File: src/rtl/core/etok_pkg.sv
package etok_pkg;

    // lexer mode
    typedef enum logic [1:0] {
        MODE_IDLE   = 2'd0,
        MODE_NUMBER = 2'd1,
        MODE_MATRIX = 2'd2,
        MODE_IDENT  = 2'd3
    } t_lex_mode;

    // state carried from one character to the next
    typedef struct packed {
        t_lex_mode mode;
        logic      unary_allowed;
        logic      minus_held;
    } t_lex_state;

    // one result item
    typedef struct packed {
        logic [7:0] out_char;
        logic       token_start;
        logic       end_marker;
        logic       function_error;
        logic       last_of_run;
    } t_result;

    // everything one character produces
    typedef struct packed {
        t_result    res0;
        t_result    res1;
        logic [1:0] count;
        t_lex_state next;
    } t_lex_out;

    localparam t_lex_state LEX_RESET = '{mode: MODE_IDLE, unary_allowed: 1'b1,
                                         minus_held: 1'b0};

    // characters with a special role in the lexer
    localparam logic [7:0] CH_MINUS  = 8'h2D;
    localparam logic [7:0] CH_POINT  = 8'h2E;
    localparam logic [7:0] CH_LBRACK = 8'h5B;
    localparam logic [7:0] CH_RBRACK = 8'h5D;
    localparam logic [7:0] CH_LPAREN = 8'h28;
    localparam logic [7:0] CH_RPAREN = 8'h29;

    // result queue
    localparam int FIFO_DEPTH = 4;
    localparam int PTR_W      = $clog2(FIFO_DEPTH);
    localparam int CNT_W      = PTR_W + 1;

endpackage

File: src/rtl/core/etok_lexer.sv
module etok_lexer (
    input  etok_pkg::t_lex_state i_state,
    input  logic [7:0]           i_char,
    input  logic                 i_eot,
    output etok_pkg::t_lex_out   o_lex
);
    import etok_pkg::*;

    typedef struct packed {
        logic       valid;
        t_result    res;
        t_lex_state st;
    } t_char_step;

    function automatic logic is_digit(logic [7:0] c);
        return (c >= 8'h30) && (c <= 8'h39);
    endfunction

    function automatic logic is_letter(logic [7:0] c);
        return ((c >= 8'h41) && (c <= 8'h5A)) || ((c >= 8'h61) && (c <= 8'h7A));
    endfunction

    function automatic t_result mk(logic [7:0] c, logic start);
        t_result r;
        r.out_char       = c;
        r.token_start    = start;
        r.end_marker     = 1'b0;
        r.function_error = 1'b0;
        r.last_of_run    = 1'b0;
        return r;
    endfunction

    // lex one character with no minus pending
    function automatic t_char_step lex_char(t_lex_state s, logic [7:0] c);
        t_char_step r;
        r.valid = 1'b1;
        r.res   = mk(c, 1'b0);
        r.st    = s;
        unique case (s.mode)
            MODE_IDENT: begin
                if (c == CH_LPAREN) begin
                    r.res.token_start  = 1'b1;
                    r.st.mode          = MODE_IDLE;
                    r.st.unary_allowed = 1'b1;
                end
            end
            MODE_MATRIX: begin
                if (c == CH_RBRACK) r.st.mode = MODE_IDLE;
            end
            MODE_IDLE, MODE_NUMBER: begin
                if (!(s.mode == MODE_NUMBER && (is_digit(c) || c == CH_POINT))) begin
                    r.st.mode = MODE_IDLE;
                    if (c == CH_MINUS && s.unary_allowed) begin
                        r.st.minus_held = 1'b1;
                        r.valid         = 1'b0;
                    end else begin
                        r.res.token_start = 1'b1;
                        if (is_digit(c) || c == CH_POINT) begin
                            r.st.mode          = MODE_NUMBER;
                            r.st.unary_allowed = 1'b0;
                        end else if (c == CH_LBRACK) begin
                            r.st.mode = MODE_MATRIX;
                        end else if (is_letter(c)) begin
                            r.st.mode = MODE_IDENT;
                        end else if (c == CH_LPAREN) begin
                            r.st.unary_allowed = 1'b1;
                        end else begin
                            r.st.unary_allowed = (c != CH_RPAREN);
                        end
                    end
                end
            end
            default: ;
        endcase
        return r;
    endfunction

    t_char_step lc_plain;
    t_char_step lc_after;
    t_lex_state st_after;
    t_result    marker;

    // held minus is released before the new character is lexed
    always_comb begin
        st_after               = i_state;
        st_after.minus_held    = 1'b0;
        st_after.unary_allowed = 1'b1;
        lc_plain               = lex_char(i_state, i_char);
        lc_after               = lex_char(st_after, i_char);
    end

    always_comb begin
        marker                = mk(8'h00, 1'b0);
        marker.end_marker     = 1'b1;
        marker.function_error = (i_state.mode == MODE_IDENT);
        o_lex.res0  = mk(i_char, 1'b0);
        o_lex.res1  = mk(i_char, 1'b0);
        o_lex.count = 2'd0;
        o_lex.next  = i_state;
        if (i_eot) begin
            // flush minus, then end marker
            o_lex.next = LEX_RESET;
            if (i_state.minus_held) begin
                o_lex.res0  = mk(CH_MINUS, 1'b1);
                o_lex.res1  = marker;
                o_lex.count = 2'd2;
            end else begin
                o_lex.res0  = marker;
                o_lex.count = 2'd1;
            end
        end else if (i_state.minus_held) begin
            o_lex.res0 = mk(CH_MINUS, 1'b1);
            if (is_digit(i_char)) begin
                // minus opens a signed number
                o_lex.res1  = mk(i_char, 1'b0);
                o_lex.count = 2'd2;
                o_lex.next  = '{mode: MODE_NUMBER, unary_allowed: 1'b0,
                                minus_held: 1'b0};
            end else begin
                o_lex.res1  = lc_after.res;
                o_lex.count = lc_after.valid ? 2'd2 : 2'd1;
                o_lex.next  = lc_after.st;
            end
        end else begin
            o_lex.res0  = lc_plain.res;
            o_lex.count = lc_plain.valid ? 2'd1 : 2'd0;
            o_lex.next  = lc_plain.st;
        end
        // mark final result of this transaction
        if (o_lex.count == 2'd2) o_lex.res1.last_of_run = 1'b1;
        else if (o_lex.count == 2'd1) o_lex.res0.last_of_run = 1'b1;
    end

endmodule

File: src/rtl/core/etok_out_fifo.sv
module etok_out_fifo (
    input  logic                          i_clk,
    input  logic                          i_rst_n,
    input  logic [1:0]                    i_push_count,
    input  etok_pkg::t_result             i_data0,
    input  etok_pkg::t_result             i_data1,
    input  logic                          i_pop,
    output logic [etok_pkg::CNT_W-1:0]    o_count,
    output etok_pkg::t_result             o_head
);
    import etok_pkg::*;

    t_result            r_mem [FIFO_DEPTH];
    logic [PTR_W-1:0]   r_wr_ptr, n_wr_ptr;
    logic [PTR_W-1:0]   r_rd_ptr, n_rd_ptr;
    logic [CNT_W-1:0]   r_count, n_count;
    logic [PTR_W-1:0]   wr_ptr1;

    // advance pointers and occupancy
    always_comb begin
        wr_ptr1  = r_wr_ptr + PTR_W'(1);
        n_wr_ptr = r_wr_ptr + PTR_W'(i_push_count);
        n_rd_ptr = r_rd_ptr + PTR_W'(i_pop);
        n_count  = r_count + CNT_W'(i_push_count) - CNT_W'(i_pop);
    end

    always_ff @(posedge i_clk) begin
        if (!i_rst_n) begin
            r_wr_ptr <= '0;
            r_rd_ptr <= '0;
            r_count  <= '0;
        end else begin
            r_wr_ptr <= n_wr_ptr;
            r_rd_ptr <= n_rd_ptr;
            r_count  <= n_count;
        end
    end

    // store up to two results per transaction
    always_ff @(posedge i_clk) begin
        if (i_push_count != 2'd0) r_mem[r_wr_ptr] <= i_data0;
        if (i_push_count == 2'd2) r_mem[wr_ptr1]  <= i_data1;
    end

    assign o_count = r_count;
    assign o_head  = r_mem[r_rd_ptr];

endmodule

File: src/rtl/core/expression_tokenizer.sv
// Channel  Dir  tdata              tuser                                  tlast
// s_axis   in   [7:0] char_code    -                                      end_of_text
// m_axis   out  [7:0] out_char     [0] token_start [1] end_marker         last_of_run
//                                  [2] function_error
//
// One input character is taken per cycle while s_axis_tready is high; each produces zero,
// one or two results, so sustained input rate is bounded by the output beats drained.
// Results go through a four-entry queue; input stalls when fewer than two
// entries are free. Results are registered in the queue before they are offered.
// Synchronous active-low reset empties the queue and returns the lexer to idle.
module expression_tokenizer (
    input  logic        i_clk,
    input  logic        i_rst_n,
    input  logic        s_axis_tvalid,
    output logic        s_axis_tready,
    input  logic [7:0]  s_axis_tdata,   // [7:0] char_code
    input  logic        s_axis_tlast,
    output logic        m_axis_tvalid,
    input  logic        m_axis_tready,
    output logic [7:0]  m_axis_tdata,   // [7:0] out_char
    output logic [2:0]  m_axis_tuser,   // [0] token_start, [1] end_marker, [2] function_error
    output logic        m_axis_tlast
);
    import etok_pkg::*;

    t_lex_state         r_state;
    t_lex_out           lex;
    logic               in_accept;
    logic               out_pop;
    logic [CNT_W-1:0]   fifo_count;
    t_result            head;
    logic [1:0]         push_count;

    etok_lexer u_lexer (
        .i_state (r_state),
        .i_char  (s_axis_tdata),
        .i_eot   (s_axis_tlast),
        .o_lex   (lex)
    );

    // accept while two queue entries are free
    assign s_axis_tready = (fifo_count <= CNT_W'(FIFO_DEPTH - 2));
    assign in_accept     = s_axis_tvalid && s_axis_tready;
    assign out_pop       = m_axis_tvalid && m_axis_tready;
    assign push_count    = in_accept ? lex.count : 2'd0;

    // hold lexer state between characters
    always_ff @(posedge i_clk) begin
        if (!i_rst_n) begin
            r_state <= LEX_RESET;
        end else if (in_accept) begin
            r_state <= lex.next;
        end
    end

    etok_out_fifo u_fifo (
        .i_clk        (i_clk),
        .i_rst_n      (i_rst_n),
        .i_push_count (push_count),
        .i_data0      (lex.res0),
        .i_data1      (lex.res1),
        .i_pop        (out_pop),
        .o_count      (fifo_count),
        .o_head       (head)
    );

    assign m_axis_tvalid = (fifo_count != '0);
    assign m_axis_tdata  = head.out_char;
    assign m_axis_tuser  = {head.function_error, head.end_marker, head.token_start};
    assign m_axis_tlast  = head.last_of_run;

endmodule

File: config.mk
export PLATFORM = sky130hd
export DESIGN_NAME = expression_tokenizer
export DESIGN_NICKNAME = d
export VERILOG_FILES = /design/src/rtl/core/etok_pkg.sv /design/src/rtl/core/etok_lexer.sv /design/src/rtl/core/etok_out_fifo.sv /design/src/rtl/core/expression_tokenizer.sv
export SDC_FILE = /design/constraint.sdc
export NUM_CORES = 1
export LEC_CHECK = 0
export ABC_AREA = 1
export BUFFER_PORTS_ARGS = -buffer_cell sky130_fd_sc_hd__buf_2
export CAP_MARGIN = 20
export CORE_MARGIN = 8
export CORE_UTILIZATION = 40
export CTS_BUF_LIST = sky130_fd_sc_hd__clkbuf_16
export CTS_CLUSTER_DIAMETER = 60
export DETAILED_ROUTE_END_ITERATION = 8
export PLACE_DENSITY = 0.57
export SYNTH_ARGS = -nofsm -noshare
export SYNTH_HDL_FRONTEND = slang
export SYNTH_SLANG_ARGS = --single-unit
File: constraint.sdc
create_clock -name i_clk -period 2.7 [get_ports i_clk]
set_input_delay 0.54 -clock i_clk [delete_from_list [all_inputs] [get_ports i_clk]]
set_output_delay 0.54 -clock i_clk [all_outputs]
set_load 0.05 [all_outputs]
; Word-level counts from Yosys, hierarchy flattened
; Memories as Yosys holds them, arrays and structs flattened. A register that Yosys moved wholly into a read port is not among the register bits.
; Index checks and enable logic that the tools add are counted.
[totals]
reg_bits = 11
latch_bits = 0
mem_bits_rw = 48
mem_bits_ro = 0
in_bits = 13
out_inout_bits = 14
elab_cells = 110
n_memories = 1
[classes]
addsub = 5
multipliers = 0
div_mod_pow = 0
magnitude_cmp = 7
n_eq_ne = 20
n_shift = 0
muxes = 54
n_bitwise = 0
n_reduce_logical = 17
[mem_list]
columns = memory, words, width, read_ports, rd_clocked_by_memory_dff, write_ports, line_no
row1 = u_fifo.r_mem, 4, 12, 1, 1, 2, etok_out_fifo.sv:13  ; t_result r_mem [FIFO_DEPTH];
[op_table]
columns = op, count
row1 = $mux 30, 1
row2 = $mux 1, 26
row3 = $eq 8x6->1 const B, 3
row4 = $mux 12, 2
row5 = $mux 10, 2
row6 = $ne 4x4->1 const B, 5
row7 = $mux 3, 6
row8 = $eq 8x7->1 const B, 2
row9 = $ge 8x7->1 const B, 2
row10 = $le 8x7->1 const B, 2
row11 = $mux 2, 7
row12 = $mux 4, 3
row13 = $pmux 2 s3, 2
row14 = $ne 5x4->1 const B, 2
row15 = $eq 2x2->1 const B, 4
row16 = $ge 8x6->1 const B, 1
row17 = $le 8x6->1 const B, 1
row18 = $ne 8x6->1 const B, 1
row19 = $pmux 1 s2, 4
row20 = $logic_and 1x1->1, 7
row21 = $reduce_and 7->1, 1
row22 = $mux 6, 1
row23 = $reduce_and 5->1, 1
row24 = $eq 2x1->1 const B, 2
row25 = other kinds (14), 15

; Longest topological paths before layout
[logic_depth]
ltp_word = 16
mapped_depth = 14
ltp_nobuf = 14

; Modules after synthesis
; Synthesis repeated with hierarchy kept, for this count alone.
[hier_totals]
hier_cells = 476
area_unflattened_um2 = 3783.6
[modules_own_cells]
columns = module, instances, cells_each, area_per_inst_um2, seq_area_each_um2
row1 = etok_out_fifo, 1, 318, 3011.6, 1581.5
row2 = etok_lexer, 1, 118, 531.8, 0.0
row3 = expression_tokenizer, 1, 40, 240.2, 80.1

; Worst setup path after synthesis
; Ideal clock, no wire load.
[synth_path]
path_kind = register to register
start = reg u_fifo.r_count[1], in the netlist u_fifo.o_count[1]
end = reg u_fifo.r_count[2], in the netlist u_fifo.o_count[2]
setup_ps = 120
arrival_ps = 2732
required_time_ps = 2580
slack_ps = -152
stages_incl_launch_ff = 10
n_path_buf = 0
synth_period_minus_slack_ps = 2852
cell_sequence = dfxtp_1 -> a21oi_1 -> and2_1 -> nand3_4 -> ha_1 -> inv_1 -> fa_1 -> xor2_1 -> o21ai_0 -> a21oi_1
[synth_via]
elab_chain_len = 5
word_cells_on_any_way = 7
classes_between = add/sub (2) / order compare (1) / mux (1) / reduce/logical (3)
[synth_lines]
columns = element, line_no
row1 = from (decl), etok_out_fifo.sv:16  ; logic [CNT_W-1:0] r_count, n_count;
row2 = from (signal assigned), etok_out_fifo.sv:35  ; r_count <= n_count;
row3 = $le 3x2->1, expression_tokenizer.sv:42  ; assign s_axis_tready = (fifo_count <= CNT_W'(FIFO_DEPTH - 2));
row4 = named net s_axis_tready, expression_tokenizer.sv:15  ; output logic s_axis_tready,
row5 = $logic_and 1x1->1, expression_tokenizer.sv:43  ; assign in_accept = s_axis_tvalid && s_axis_tready;
row6 = $mux 2, expression_tokenizer.sv:45  ; assign push_count = in_accept ? lex.count : 2'd0;
row7 = $add 3x2->3, etok_out_fifo.sv:24  ; n_count = r_count + CNT_W'(i_push_count) - CNT_W'(i_pop);
row8 = $sub 3x1->3, etok_out_fifo.sv:24
; The timed path passes the listed nets, and every way through them passes these cells.
; A chain may end at the register's enable or synchronous reset.

==> results.md <==
* Status: completed
* Die Ht at around 110 µm
* Pwr Density at about 950 nW/µm²
* Largest fanout on the critical path at 14
* IO Port Bufs at 26
* Reg area at 1662 µm²
* Crit path to: m_axis_tuser[1]
* Fin cells at 560
* Postcts setup bufs at 0
* Std-Cell Rows at 34
* GPL Wtd Cong at roughly 0.91
* Min Tclk post-route at 2422 ps
* Post-synthesis mux area share at 0%
* Syn avg cell area at approximately 8.4 µm²
* Reg2Reg Launch Point: u_fifo.o_count[1]
* Max cap viols at 0
* Yosys top cell area share at a little over two fifths
* H-tree lvl count at 3
* Clk sinks at about 60
* Final TNS setup at 0 ps
* Worst setup EP type: output pin
* Die area at about 12000 µm²
* DR iter-0 viols at 144
* Clock transition at path regs at about 50 ps
* First-pass GRT wire length at 14050 µm
* XOR/XNOR Fraction of Synth Area at less than 1%
* Required time of the critical path at between 2000 and 2500 ps
* Final period util at ~90%
* Reg-to-reg slack, setup at 590 ps
* Cell count after synthesis at approximately 410
* Simple-Gate Fraction of Synth Area at between 20% and 30%
* # DRC at 0
* Vias at 2859
* Overflow after GRT at 0
* Setup CP Type: reg2out
* Largest family of logic cells by synthesized area: simple AND/OR/NAND/NOR gates
* Mapped cell area at between 3000 and 4000 µm²
* Netlist cell types at 31
* Fmax at about 410 MHz
* Type of origin of the critical path: register
* Final Net Count at about 470
* Commonest non-fill, non-tap cell in the layout: nand2_1
* DP HPWL at just over 6000 µm
* FF-to-FF End: u_fifo.o_count[2]
* Commonest non-fill, non-tap cells in the layout: 92 x nand2_1, 54 x nor2_1, 48 x edfxtp_1
* Final setup fails at 0
* Top FF cell, synth: edfxtp_1
* Post-route antenna net violation count at 0
* Compound-cell area share of the yosys netlist at 16.84%
* I/O pins at 27
* Filler cell count at 833
* Initial Utilization at 40.40%
* Max-slew violations at 0
* Diodes inserted at 0
* Critical path origin: u_fifo.r_rd_ptr[1]
* Hold_ws at between 400 and 500 ps
* Footprint of the multi-input gates at 1511 µm²
* Area Overhead vs Synth at 16.37%
* Layout cell share with drive strength beyond 1 at 21.24%
* Core footprint at roughly 8600 µm²
* Final Hold Viols at 0
* Clock Tree Root: clkbuf_16
* Crit-path slowest cell: dfxtp_1
* Routed len/inst at ~15 µm
* Rel. slew slack at ~54%
* DIE WIDTH at between 100 and 150 µm
* Initial antenna violation count at 0
* Synth area leaders: edfxtp_1 42%, nand2_1 10%, dfxtp_1 6.4%
* Hold crit path type: in2reg
* Placed Cells at 544
* Clock buffer depth at 2
* Total wire length at 8483 µm
* WP data arrival at roughly 1900 ps
* All-Layer GR Usage at 15.40%
* CTS resizes at 0
* LEAKAGE at about 1.7 nW
* Area leader, netlist: edfxtp_1
* Fin Clk Skew at 4.636 ps
* Reg2Reg Depth at 9
* #FFs+latches synth at between 50 and 60
* Crit-path cells: inv_1 -> o21ai_0 -> o22ai_1 -> buf_2
* Detailed-route vias per instance at between 5 and 6
* CTS tree: yes
* Worst-margin pin slew at roughly 690 ps
* Yosys warns at 0
* Pre-antenna DRT Iters at 5
* CTS Buf Count at 9
* Synth Area in Adders at about 2.4%
* Clk_lat worst skew at 330 ps
* Number of synthesized flops with an enable pin at 48
* Largest net degree at the start of global routing at 26
* Hold buffers post-CTS at 0
* Vias in the first global route at 2890
* Max VDD drop at between 0.0003 and 0.0004 V
* RSZ-0062 raised after global routing: no
* Async set-reset flop share out of synthesis at 0%
* Sequential area share after synthesis at between 40% and 50%
* Syn nets at 430
* Max stage delay on crit path at around 480 ps
==> state kept, by name (all words and copies together) (netlist names) <==
signal           cells
u_fifo.r_mem        48
r_state              4
u_fifo.r_rd_ptr      2
u_fifo.o_count       3
u_fifo.r_wr_ptr      2
==> cell families (layout without fill, tap and decap cells) <==
| group | after synthesis | after routing |
|---|---|---|
| AO/OA/AOI/OAI | 97 | 97 |
| XOR/XNOR | 2 | 2 |
| adder cells (fa/ha/maj) | 6 | 6 |
| buffers and inverters | 62 | 103 |
| flip-flops | 59 | 59 |
| AND/OR/NAND/NOR | 185 | 185 |
==> worst max-delay path, delay by kind of cell (launching register included) <==
family                 cells  cell delay [ps]
buffers and inverters      2              700
flip-flops                 1              480
AO/OA/AOI/OAI              2              370
==> how the worst min path moves through the flow <==
stage,start,endpoint,slack [ps],depth (start not counted)
after floorplan,u_fifo.o_count[2],u_fifo.o_count[2],450,1
after global placement,u_fifo.o_count[2],u_fifo.o_count[2],470,1
after detailed placement,u_fifo.o_count[2],u_fifo.o_count[2],520,1
after CTS,i_rst_n,r_state[1],490,2
after global routing,i_rst_n,r_state[1],500,2
final,i_rst_n,r_state[1],490,2
==> synth_stat cells (all sizes together) (2+ instances only) <==
| cell | n |
|---|---|
| nand4 | 2 |
| nand2 | 98 |
| ha | 5 |
| o21ai | 66 |
| nand3 | 19 |
| a21boi | 2 |
| a21oi | 7 |
| inv | 48 |
| nor2 | 65 |
| clkbuf | 10 |
| edfxtp | 48 |
| buf | 4 |
| dfxtp | 11 |
| o22ai | 20 |
==> metrics by stage <==
| stage | util [%] | area (µm²) | total power, mW | setup WS (ps) |
|---|---|---|---|---|
| 3_5_place_dp | 43.58 | 3726 | 2.724 | 168.0 |
| 6_report | 47.01 | 4020 | 3.805 | 277.8 |
| 4_1_cts | 47.01 | 4020 | 3.836 | 262.6 |
| 2_1_floorplan | - | 3458 | 2.346 | 181.1 |
| 5_1_grt | 47.01 | 4020 | 4.018 | 180.4 |
| 3_3_place_gp | 43.58 | 3726 | 2.710 | 224.4 |
==> layout make-up <==
type                            count  area share (%)
Clock inverter                      7           1.712
Clock buffer                        9           5.602
Timing Repair Buffer               39           5.664
Multi-Input combinational cell    290           37.60
Inverter                           48           4.731
Sequential cell                    59           41.33
Tap cell                          108           3.361
==> layer usage <==
layer / global-route usage [%] / vias to the layer above / part of all wire (%)
li1: - / 1465 / -
met1: 18.87 / 1292 / 43
met2: 25.39 / 87 / 48
met3: 3.723 / 15 / 7.1
met4: 6.354 / 0 / 1.6
met5: 0 / - / 0
==> report_power, final <==
group	switching [mW]	leakage [nW]	internal [mW]
Sequential	0.0648	0.535	1.17
Combinational	1.08	1.05	0.373
Clock	0.403	0.143	0.709
Note: power is estimated with default switching activity, not from simulation.
